==> config.mk <==
export PLATFORM = sky130hd
export DESIGN_NAME = trimmed_mean_sample_filter
export DESIGN_NICKNAME = d
export VERILOG_FILES = /design/src/rtl/tmsf_pkg.sv /design/src/rtl/trimmed_mean_sample_filter.sv /design/src/rtl/tmsf_front.sv /design/src/rtl/tmsf_queue.sv /design/src/rtl/tmsf_back.sv
export VERILOG_INCLUDE_DIRS = /design/src /design/src/rtl
export SDC_FILE = /design/constraint.sdc
export NUM_CORES = 1
export LEC_CHECK = 0
export BUFFER_PORTS_ARGS = -buffer_cell sky130_fd_sc_hd__buf_2
export CORE_ASPECT_RATIO = 1.5
export CORE_MARGIN = 4
export CORE_UTILIZATION = 41
export DETAILED_ROUTE_END_ITERATION = 7
export PLACE_DENSITY = 0.59
export SYNTH_ARGS = -nofsm -noshare
export SYNTH_HDL_FRONTEND = slang
export SYNTH_SLANG_ARGS = --single-unit
export TNS_END_PERCENT = 30
==> constraint.sdc <==
create_clock -name i_clk -period 6.1 [get_ports i_clk]
set_clock_uncertainty 0.15 [all_clocks]
set_input_delay 0.915 -clock i_clk [delete_from_list [all_inputs] [get_ports i_clk]]
set_output_delay 0.915 -clock i_clk [all_outputs]
set_load 0.01 [all_outputs]
==> src/rtl/assert_macros.svh <==
// Assertion helper macros for the trimmed mean filter.
// Used by the top level; expects i_clk and i_rst_n in scope.
`ifndef ASSERT_MACROS_SVH
`define ASSERT_MACROS_SVH

// Property must hold at every clock edge outside reset.
`define TMSF_ASSERT(lbl, prop, msg) \
    lbl: assert property (@(posedge i_clk) disable iff (!i_rst_n) (prop)) else $error(msg);

// Antecedent implies consequent in the same cycle.
`define TMSF_ASSERT_IMP(lbl, ante, cons, msg) \
    lbl: assert property (@(posedge i_clk) disable iff (!i_rst_n) (ante) |-> (cons)) \
        else $error(msg);

`endif

==> src/rtl/tmsf_pkg.sv <==
// Shared types and constants for the trimmed mean sample filter.
// No dependencies.
`timescale 1ns / 1ps

package tmsf_pkg;

    localparam int CHAN_W   = 3;
    localparam int SAMPLE_W = 12;
    localparam int SLOTS    = 1 << CHAN_W;

    localparam logic [SAMPLE_W-1:0] SAMPLE_FULL = {SAMPLE_W{1'b1}};

    typedef logic [CHAN_W-1:0]   t_chan;
    typedef logic [SAMPLE_W-1:0] t_sample;

    typedef struct packed {
        t_sample max_val;
        t_sample min_val;
    } t_ext;

endpackage

==> src/rtl/trimmed_mean_sample_filter.sv <==
// Top level of the trimmed mean sample filter: front end, window queue,
// back end. Depends on tmsf_pkg, tmsf_front, tmsf_queue, tmsf_back.
//
//   channel  direction  signals                       fields
//   input    in         i_valid / o_stall             i_channel, i_sample
//   output   out        o_valid / i_stall             o_out_channel, o_average
//
// One sample per cycle while o_stall is low; per-channel state is updated in the accepting cycle.
// A completed window passes the window queue, then the back end's trim, multiply, quotient and output registers.
// o_stall is high while the four-entry window queue is full.
// A stalled output holds the back end's trim/divide pipeline in place.
// Reset clears all channel windows at once; no clearing pass.
`timescale 1ns / 1ps

module trimmed_mean_sample_filter #(
    parameter int SAMPLES  = 10,
    parameter int CHANNELS = 7
) (
    input  logic             i_clk,
    input  logic             i_rst_n,
    input  logic             i_valid,
    output logic             o_stall,
    input  tmsf_pkg::t_chan   i_channel,
    input  tmsf_pkg::t_sample i_sample,
    output logic             o_valid,
    input  logic             i_stall,
    output tmsf_pkg::t_chan   o_out_channel,
    output tmsf_pkg::t_sample o_average
);
    import tmsf_pkg::*;

    localparam int SW = $clog2(SAMPLES * 4095 + 1);

    logic          push;
    t_chan         push_chan;
    logic [SW-1:0] push_sum;
    t_ext          push_ext;
    logic          q_full;
    logic          q_not_empty;
    logic          q_pop;
    t_chan         q_chan;
    logic [SW-1:0] q_sum;
    t_ext          q_ext;

    tmsf_front #(
        .SAMPLES  (SAMPLES),
        .CHANNELS (CHANNELS),
        .SW       (SW)
    ) u_front (
        .i_clk       (i_clk),
        .i_rst_n     (i_rst_n),
        .i_valid     (i_valid),
        .i_full      (q_full),
        .i_channel   (i_channel),
        .i_sample    (i_sample),
        .o_push      (push),
        .o_push_chan (push_chan),
        .o_push_sum  (push_sum),
        .o_push_ext  (push_ext)
    );

    tmsf_queue #(
        .SW (SW)
    ) u_queue (
        .i_clk       (i_clk),
        .i_rst_n     (i_rst_n),
        .i_push      (push),
        .i_chan      (push_chan),
        .i_sum       (push_sum),
        .i_ext       (push_ext),
        .i_pop       (q_pop),
        .o_full      (q_full),
        .o_not_empty (q_not_empty),
        .o_chan      (q_chan),
        .o_sum       (q_sum),
        .o_ext       (q_ext)
    );

    tmsf_back #(
        .SAMPLES (SAMPLES),
        .SW      (SW)
    ) u_back (
        .i_clk         (i_clk),
        .i_rst_n       (i_rst_n),
        .i_avail       (q_not_empty),
        .i_chan        (q_chan),
        .i_sum         (q_sum),
        .i_ext         (q_ext),
        .o_pop         (q_pop),
        .i_stall       (i_stall),
        .o_valid       (o_valid),
        .o_out_channel (o_out_channel),
        .o_average     (o_average)
    );

    assign o_stall = q_full;

`include "assert_macros.svh"

    `TMSF_ASSERT(a_no_push_when_full, !(push && q_full), "push into full queue")
    `TMSF_ASSERT_IMP(a_pop_needs_data, q_pop, q_not_empty, "pop from empty queue")
    `TMSF_ASSERT_IMP(a_out_chan_range, o_valid, int'(o_out_channel) < CHANNELS,
        "result for channel out of range")

endmodule

==> src/rtl/tmsf_front.sv <==
// Front end: accepts samples, keeps per-channel window state,
// and pushes completed windows. Depends on tmsf_pkg.
`timescale 1ns / 1ps

module tmsf_front #(
    parameter int SAMPLES  = 10,
    parameter int CHANNELS = 7,
    parameter int SW       = 16
) (
    input  logic             i_clk,
    input  logic             i_rst_n,
    input  logic             i_valid,
    input  logic             i_full,
    input  tmsf_pkg::t_chan   i_channel,
    input  tmsf_pkg::t_sample i_sample,
    output logic             o_push,
    output tmsf_pkg::t_chan   o_push_chan,
    output logic [SW-1:0]    o_push_sum,
    output tmsf_pkg::t_ext    o_push_ext
);
    import tmsf_pkg::*;

    localparam int CW = $clog2(SAMPLES + 1);

    logic [SW-1:0] r_sum [SLOTS];
    t_sample       r_max [SLOTS];
    t_sample       r_min [SLOTS];
    logic [CW-1:0] r_cnt [SLOTS];

    logic          hit;
    logic          done;
    logic [SW-1:0] n_sum;
    t_sample       n_max;
    t_sample       n_min;
    logic [CW-1:0] n_cnt;

    always_comb begin
        hit   = i_valid && !i_full && (int'(i_channel) < CHANNELS);
        n_sum = r_sum[i_channel] + SW'(i_sample);
        n_max = (i_sample > r_max[i_channel]) ? i_sample : r_max[i_channel];
        n_min = (i_sample < r_min[i_channel]) ? i_sample : r_min[i_channel];
        n_cnt = r_cnt[i_channel] + CW'(1);
        done  = (n_cnt == CW'(SAMPLES));
    end

    always_ff @(posedge i_clk) begin
        if (!i_rst_n) begin
            for (int s = 0; s < SLOTS; s++) begin
                r_sum[s] <= '0;
                r_max[s] <= '0;
                r_min[s] <= SAMPLE_FULL;
                r_cnt[s] <= '0;
            end
        end else if (hit) begin
            if (done) begin
                r_sum[i_channel] <= '0;
                r_max[i_channel] <= '0;
                r_min[i_channel] <= SAMPLE_FULL;
                r_cnt[i_channel] <= '0;
            end else begin
                r_sum[i_channel] <= n_sum;
                r_max[i_channel] <= n_max;
                r_min[i_channel] <= n_min;
                r_cnt[i_channel] <= n_cnt;
            end
        end
    end

    assign o_push             = hit && done;
    assign o_push_chan        = i_channel;
    assign o_push_sum         = n_sum;
    assign o_push_ext.max_val = n_max;
    assign o_push_ext.min_val = n_min;

endmodule

==> src/rtl/tmsf_queue.sv <==
// Four-entry queue of completed windows between front and back end.
// Depends on tmsf_pkg.
`timescale 1ns / 1ps

module tmsf_queue #(
    parameter int SW = 16
) (
    input  logic             i_clk,
    input  logic             i_rst_n,
    input  logic             i_push,
    input  tmsf_pkg::t_chan   i_chan,
    input  logic [SW-1:0]    i_sum,
    input  tmsf_pkg::t_ext    i_ext,
    input  logic             i_pop,
    output logic             o_full,
    output logic             o_not_empty,
    output tmsf_pkg::t_chan   o_chan,
    output logic [SW-1:0]    o_sum,
    output tmsf_pkg::t_ext    o_ext
);
    import tmsf_pkg::*;

    localparam int DEPTH = 4;
    localparam int PW    = $clog2(DEPTH);

    t_chan         r_chan [DEPTH];
    logic [SW-1:0] r_sum  [DEPTH];
    t_ext          r_ext  [DEPTH];
    logic [PW-1:0] r_wr;
    logic [PW-1:0] r_rd;
    logic [PW:0]   r_count;
    logic [PW:0]   n_count;
    logic          do_pop;

    always_comb begin
        do_pop  = i_pop && (r_count != '0);
        n_count = r_count + (PW+1)'(i_push) - (PW+1)'(do_pop);
    end

    always_ff @(posedge i_clk) begin
        if (!i_rst_n) begin
            r_wr    <= '0;
            r_rd    <= '0;
            r_count <= '0;
        end else begin
            r_count <= n_count;
            if (i_push) begin
                r_wr <= r_wr + PW'(1);
            end
            if (do_pop) begin
                r_rd <= r_rd + PW'(1);
            end
        end
    end

    always_ff @(posedge i_clk) begin
        if (i_push) begin
            r_chan[r_wr] <= i_chan;
            r_sum[r_wr]  <= i_sum;
            r_ext[r_wr]  <= i_ext;
        end
    end

    assign o_full      = (r_count == (PW+1)'(DEPTH));
    assign o_not_empty = (r_count != '0);
    assign o_chan      = r_chan[r_rd];
    assign o_sum       = r_sum[r_rd];
    assign o_ext       = r_ext[r_rd];

endmodule

==> src/rtl/tmsf_back.sv <==
// Back end: trims extremes and divides by SAMPLES-2 through a
// reciprocal multiply with one correction step. Depends on tmsf_pkg.
`timescale 1ns / 1ps

module tmsf_back #(
    parameter int SAMPLES = 10,
    parameter int SW      = 16
) (
    input  logic             i_clk,
    input  logic             i_rst_n,
    input  logic             i_avail,
    input  tmsf_pkg::t_chan   i_chan,
    input  logic [SW-1:0]    i_sum,
    input  tmsf_pkg::t_ext    i_ext,
    output logic             o_pop,
    input  logic             i_stall,
    output logic             o_valid,
    output tmsf_pkg::t_chan   o_out_channel,
    output tmsf_pkg::t_sample o_average
);
    import tmsf_pkg::*;

    localparam int            DIV   = SAMPLES - 2;
    localparam logic [SW-1:0] DIV_W = SW'(DIV);
    localparam logic [SW:0]   RECIP = (SW+1)'((64'(1) << SW) / DIV);

    logic          en;

    logic          r_v1, r_v2, r_v3;
    t_chan         r_ch1, r_ch2, r_ch3;
    logic [SW-1:0] r_t1, r_t2, r_t3;
    logic [2*SW:0] r_prod;
    t_sample       r_q0;
    logic [SW-1:0] r_qd;

    t_sample       q0;
    logic [SW-1:0] rem;
    t_sample       n_avg;

    logic          r_out_valid;
    t_chan         r_out_chan;
    t_sample       r_out_avg;

    always_comb begin
        en    = !r_out_valid || !i_stall;
        o_pop = en && i_avail;
        q0    = r_prod[SW+SAMPLE_W-1:SW];
        rem   = r_t3 - r_qd;
        n_avg = (rem >= DIV_W) ? r_q0 + SAMPLE_W'(1) : r_q0;
    end

    always_ff @(posedge i_clk) begin
        if (!i_rst_n) begin
            r_v1        <= 1'b0;
            r_v2        <= 1'b0;
            r_v3        <= 1'b0;
            r_out_valid <= 1'b0;
        end else if (en) begin
            r_v1        <= i_avail;
            r_v2        <= r_v1;
            r_v3        <= r_v2;
            r_out_valid <= r_v3;
        end
    end

    always_ff @(posedge i_clk) begin
        if (en) begin
            r_ch1      <= i_chan;
            r_t1       <= i_sum - SW'(i_ext.max_val) - SW'(i_ext.min_val);
            r_ch2      <= r_ch1;
            r_t2       <= r_t1;
            r_prod     <= (2*SW+1)'(r_t1) * (2*SW+1)'(RECIP);
            r_ch3      <= r_ch2;
            r_t3       <= r_t2;
            r_q0       <= q0;
            r_qd       <= SW'(SW'(q0) * DIV_W);
            r_out_chan <= r_ch3;
            r_out_avg  <= n_avg;
        end
    end

    assign o_valid       = r_out_valid;
    assign o_out_channel = r_out_chan;
    assign o_average     = r_out_avg;

endmodule
==> reports/qor.txt <==
Worst slew pin tran -> 928.6 ps
Slew Viols, Final -> 0
Final hold vios -> 0
Pre-CTS WS -> 772.4 ps
Avg Cell Area, Syn -> 14.90 um2
Sequential share of power -> 0.462
TritonCTS buffer count -> 57
Number of DRC markers in iteration 0 -> 1,045
Setup Viol. Count Final -> 0
Initial Util -> 0.4141
Setup CP Type -> in -> reg
Highest Clock Rate -> 0.2116 GHz
R2R depth -> 11
Placer Congestion -> 0.8261
Total of max-cap violations -> 0
Outcome -> finished clean
H-tree depth -> 2
Grt ovf -> 0
Worst Hold Slack -> 267.9 ps
Peak VDD IR -> 0.2455 mV
CP Data Arrival Time -> 4890 ps
Layout cell share with drive strength beyond 1 -> 0.1737
Io pins -> 36
Post-synth cell types -> 70
Cell internal pwr -> 8.261 mW
Period utilisation layout -> 0.7748
Chip Height -> 317.8 um
Routed vias -> 15,050
# resized after CTS -> 0
First-pass GRT wire length -> 98,050 um
CTS tree -> built
R2r endpoint -> u_back.r_t1[15]
Hold worst-path end -> u_back.r_q0[5]
CTS clk-pin slew, worst paths -> 60 ps
DRC viols -> 0
Clk pwr share -> 0.321
Seq cells post-synth -> 600
Fillers -> 5,507
Post-synth EDFFs -> 587
Total setup buffers inserted after CTS -> 0
Async set-or-reset flop fraction in the synthesized netlist -> 0
Slew margin rel. -> 0.3744
Slowest stage delay, CP -> 540 ps
Vias/cell -> 5.505
Post-synthesis sequential area ratio -> 0.6819
Comb power frac -> 0.218
Wirelength per Cell -> 24.01 um
Post-synthesis cell type with the largest combined area -> edfxtp_1
CP bufs+invs -> 5
RSZ-0062 raised after global routing -> false
P&R area growth vs syn -> 13.34%
Clock sink total -> 600
Final ANT Viol Nets -> 0
Net Sw Frac -> 0.2776
HPWL after DPL -> 40,540 um
Clock Latency Late Sink -> 630 ps
All-layer global routing usage -> 0.1917
Switching power -> 3.174 mW
Post-synth top flop -> edfxtp_1
Hold crit path type -> reg -> reg
Die W -> 214.5 um
Area contributors post-synth -> edfxtp_1, mux4_2, nor2_1
Worst hold start -> u_back.r_t2[8]
Clk buf depth -> 3
Number of port buffers -> 35
Synthesized area -> 26,230 um2
Largest net degree at the start of global routing -> 66
CP required -> 6260 ps
Worst Slack Setup Final -> 1374 ps
Number of diodes -> 0
Crit path max-delay family -> buffers and inverters
CP endpoint kind -> flop
Yosys top cell area share -> 0.6720
Yosys warning count -> 0
Crit path max fanout -> 50
Setup_tns -> 0 ps
Final #Nets -> 1,974
Root Driver -> clkbuf_16
Initial antenna violation count -> 0
Worst-path cell chain -> buf_4 -> buf_4 -> mux4_2 -> mux2_2 -> inv_1 -> ha_1 -> a21o_1 -> a21o_1 -> a21oi_1 -> o21ai_0 -> o21bai_1 -> buf_12 -> mux2i_1 -> inv_1
Die ar. -> 68,170 um2
Startpoint Class -> primary input
Hold Buf Count CTS -> 0
Area of the core -> 63,340 um2
Drt pass-1 iters -> 5
Slowest stage cell, crit path -> buf_4
Vias in the first global route -> 15,850
Static leakage -> 10.69 nW
Hold Crit Depth -> 0
Pwr Density -> 384.7 nW/um2
Worst reg2reg setup slack -> 1560 ps
Cells after synthesis -> 1,760
Final wirelength -> 65,630 um
Tmin final -> 4726 ps
Std-Cell Rows -> 113
==> Yosys cell counts (18+ instances only) <==
| master | count |
|---|---|
| a221oi_1 | 23 |
| mux4_2 | 79 |
| o21ai_0 | 21 |
| mux2_2 | 30 |
| a21oi_1 | 37 |
| buf_2 | 31 |
| nand2_1 | 146 |
| a22oi_1 | 18 |
| ha_1 | 57 |
| inv_1 | 109 |
| mux2i_1 | 58 |
| clkbuf_1 | 29 |
| xnor2_1 | 23 |
| edfxtp_1 | 587 |
| nor2_1 | 255 |
==> how the worst max path moves through the flow <==
stage / from / to / slack, ps / cells past startpoint
finish: i_channel[2] / u_queue.r_ext[1][9] / 1370 / 14
global route: i_channel[1] / u_front.r_sum[5][6] / 1170 / 13
CTS: flop / u_back.r_t1[15] / 1420 / 11
detailed placement: i_channel[2] / u_queue.r_ext[3][9] / 770 / 14
global placement: i_channel[0] / u_queue.r_ext[0][13] / 790 / 14
floorplan: i_channel[2] / u_queue.r_sum[0][10] / 1300 / 18
==> layer usage <==
layer,GRT usage,up-vias,share of wire
met4,0.08765,0,0.047
met5,0,-,0
met2,0.3433,486,0.52
li1,-,6744,-
met3,0.03467,170,0.059
met1,0.2240,7650,0.37
==> metrics by stage <==
stage               utilization  area [um2]  power, mW  instances
global route             0.4693       29730      11.99       2734
detailed placement       0.4391       27810      7.897       2631
floorplan                     -       26390      7.105       1802
CTS                      0.4693       29730      11.56       2734
finish                   0.4693       29730      11.44       2734
global placement         0.4391       27810      7.826       2631
==> registers in the layout, indices dropped and copies added, names as in the netlist, 12 cells and up, named ones only <==
register and cells:
u_back.r_t2 13, u_queue.r_ext 96, u_queue.r_chan 12, u_front.r_sum 128, u_front.r_max 96, u_back.o_average 12
u_front.r_min 96, u_queue.r_sum 64, u_front.r_cnt 32, u_back.r_t1 13
==> worst reg2reg max path: cells and delay by family, from the launching register on <==
family	cells	cell delay [ps]
DFF	1	820
xor gates and xnor gates	1	140
AOI/OAI and AO/OA	4	1350
muxes	1	610
buffers and inverters	1	110
and+or+nand+nor	2	320
adders and majority gates	2	800
==> cell usage in the layout, fill, tap and decap left out, drive strengths merged, types with 5 or more instances in the layout <==
cell type  netlist  layout
a21o            17      17
nor2           258     258
edfxtp         587     587
o221ai           9       9
mux4            79      79
ha              57      57
or2             10      10
nand2b           9       9
a221o            9       9
nand3           16      16
clkbuf          31      66
o22ai           10      10
nor2b           14      14
nor3            11      11
a211oi           6       6
conb             2      44
a21oi           38      38
and2            18      18
o21ai           24      24
clkinv           1      22
mux2            30      30
buf             52     107
xor2            15      15
xnor2           23      23
fa              13      13
clkinvlp         0       5
inv            109     112
a221oi          23      23
a22oi           18      18
nand4            6       6
nand2          148     148
dfxtp           13      13
bufinv           0       8
mux2i           58      58
==> logic make-up after synthesis <==
kind of cell	share of synthesized area
AO/OA/AOI/OAI	0.04942
XOR/XNOR	0.01269
adder cells (fa/ha/maj)	0.03711
buffers and inverters	0.03258
flip-flops	0.6819
multiplexers	0.1028
other	0.0002863
AND/OR/NAND/NOR	0.08314
==> power groups by stage <==
| stage | clock network (mW) | logic (mW) | registers (mW) |
|---|---|---|---|
| after global placement | 0 | 2.47 | 5.36 |
| final | 3.67 | 2.49 | 5.28 |
| after detailed placement | 0 | 2.52 | 5.38 |
| after floorplan | 0 | 1.79 | 5.31 |
| after CTS | 3.74 | 2.53 | 5.29 |
| after global routing | 3.90 | 2.76 | 5.33 |
==> final cells by class <==
class                           count  area [um2]  area share
Clock buffer                       66        1503     0.05055
Inverter                          110       412.9     0.01389
Multi-Input combinational cell   1009        7706      0.2592
Sequential cell                   600       17890      0.6018
Tap cell                          805        1007     0.03388
Timing Repair Buffer              107       798.3     0.02685
Clock inverter                     37       411.6     0.01385
Note: power is estimated with default switching activity, not from simulation.
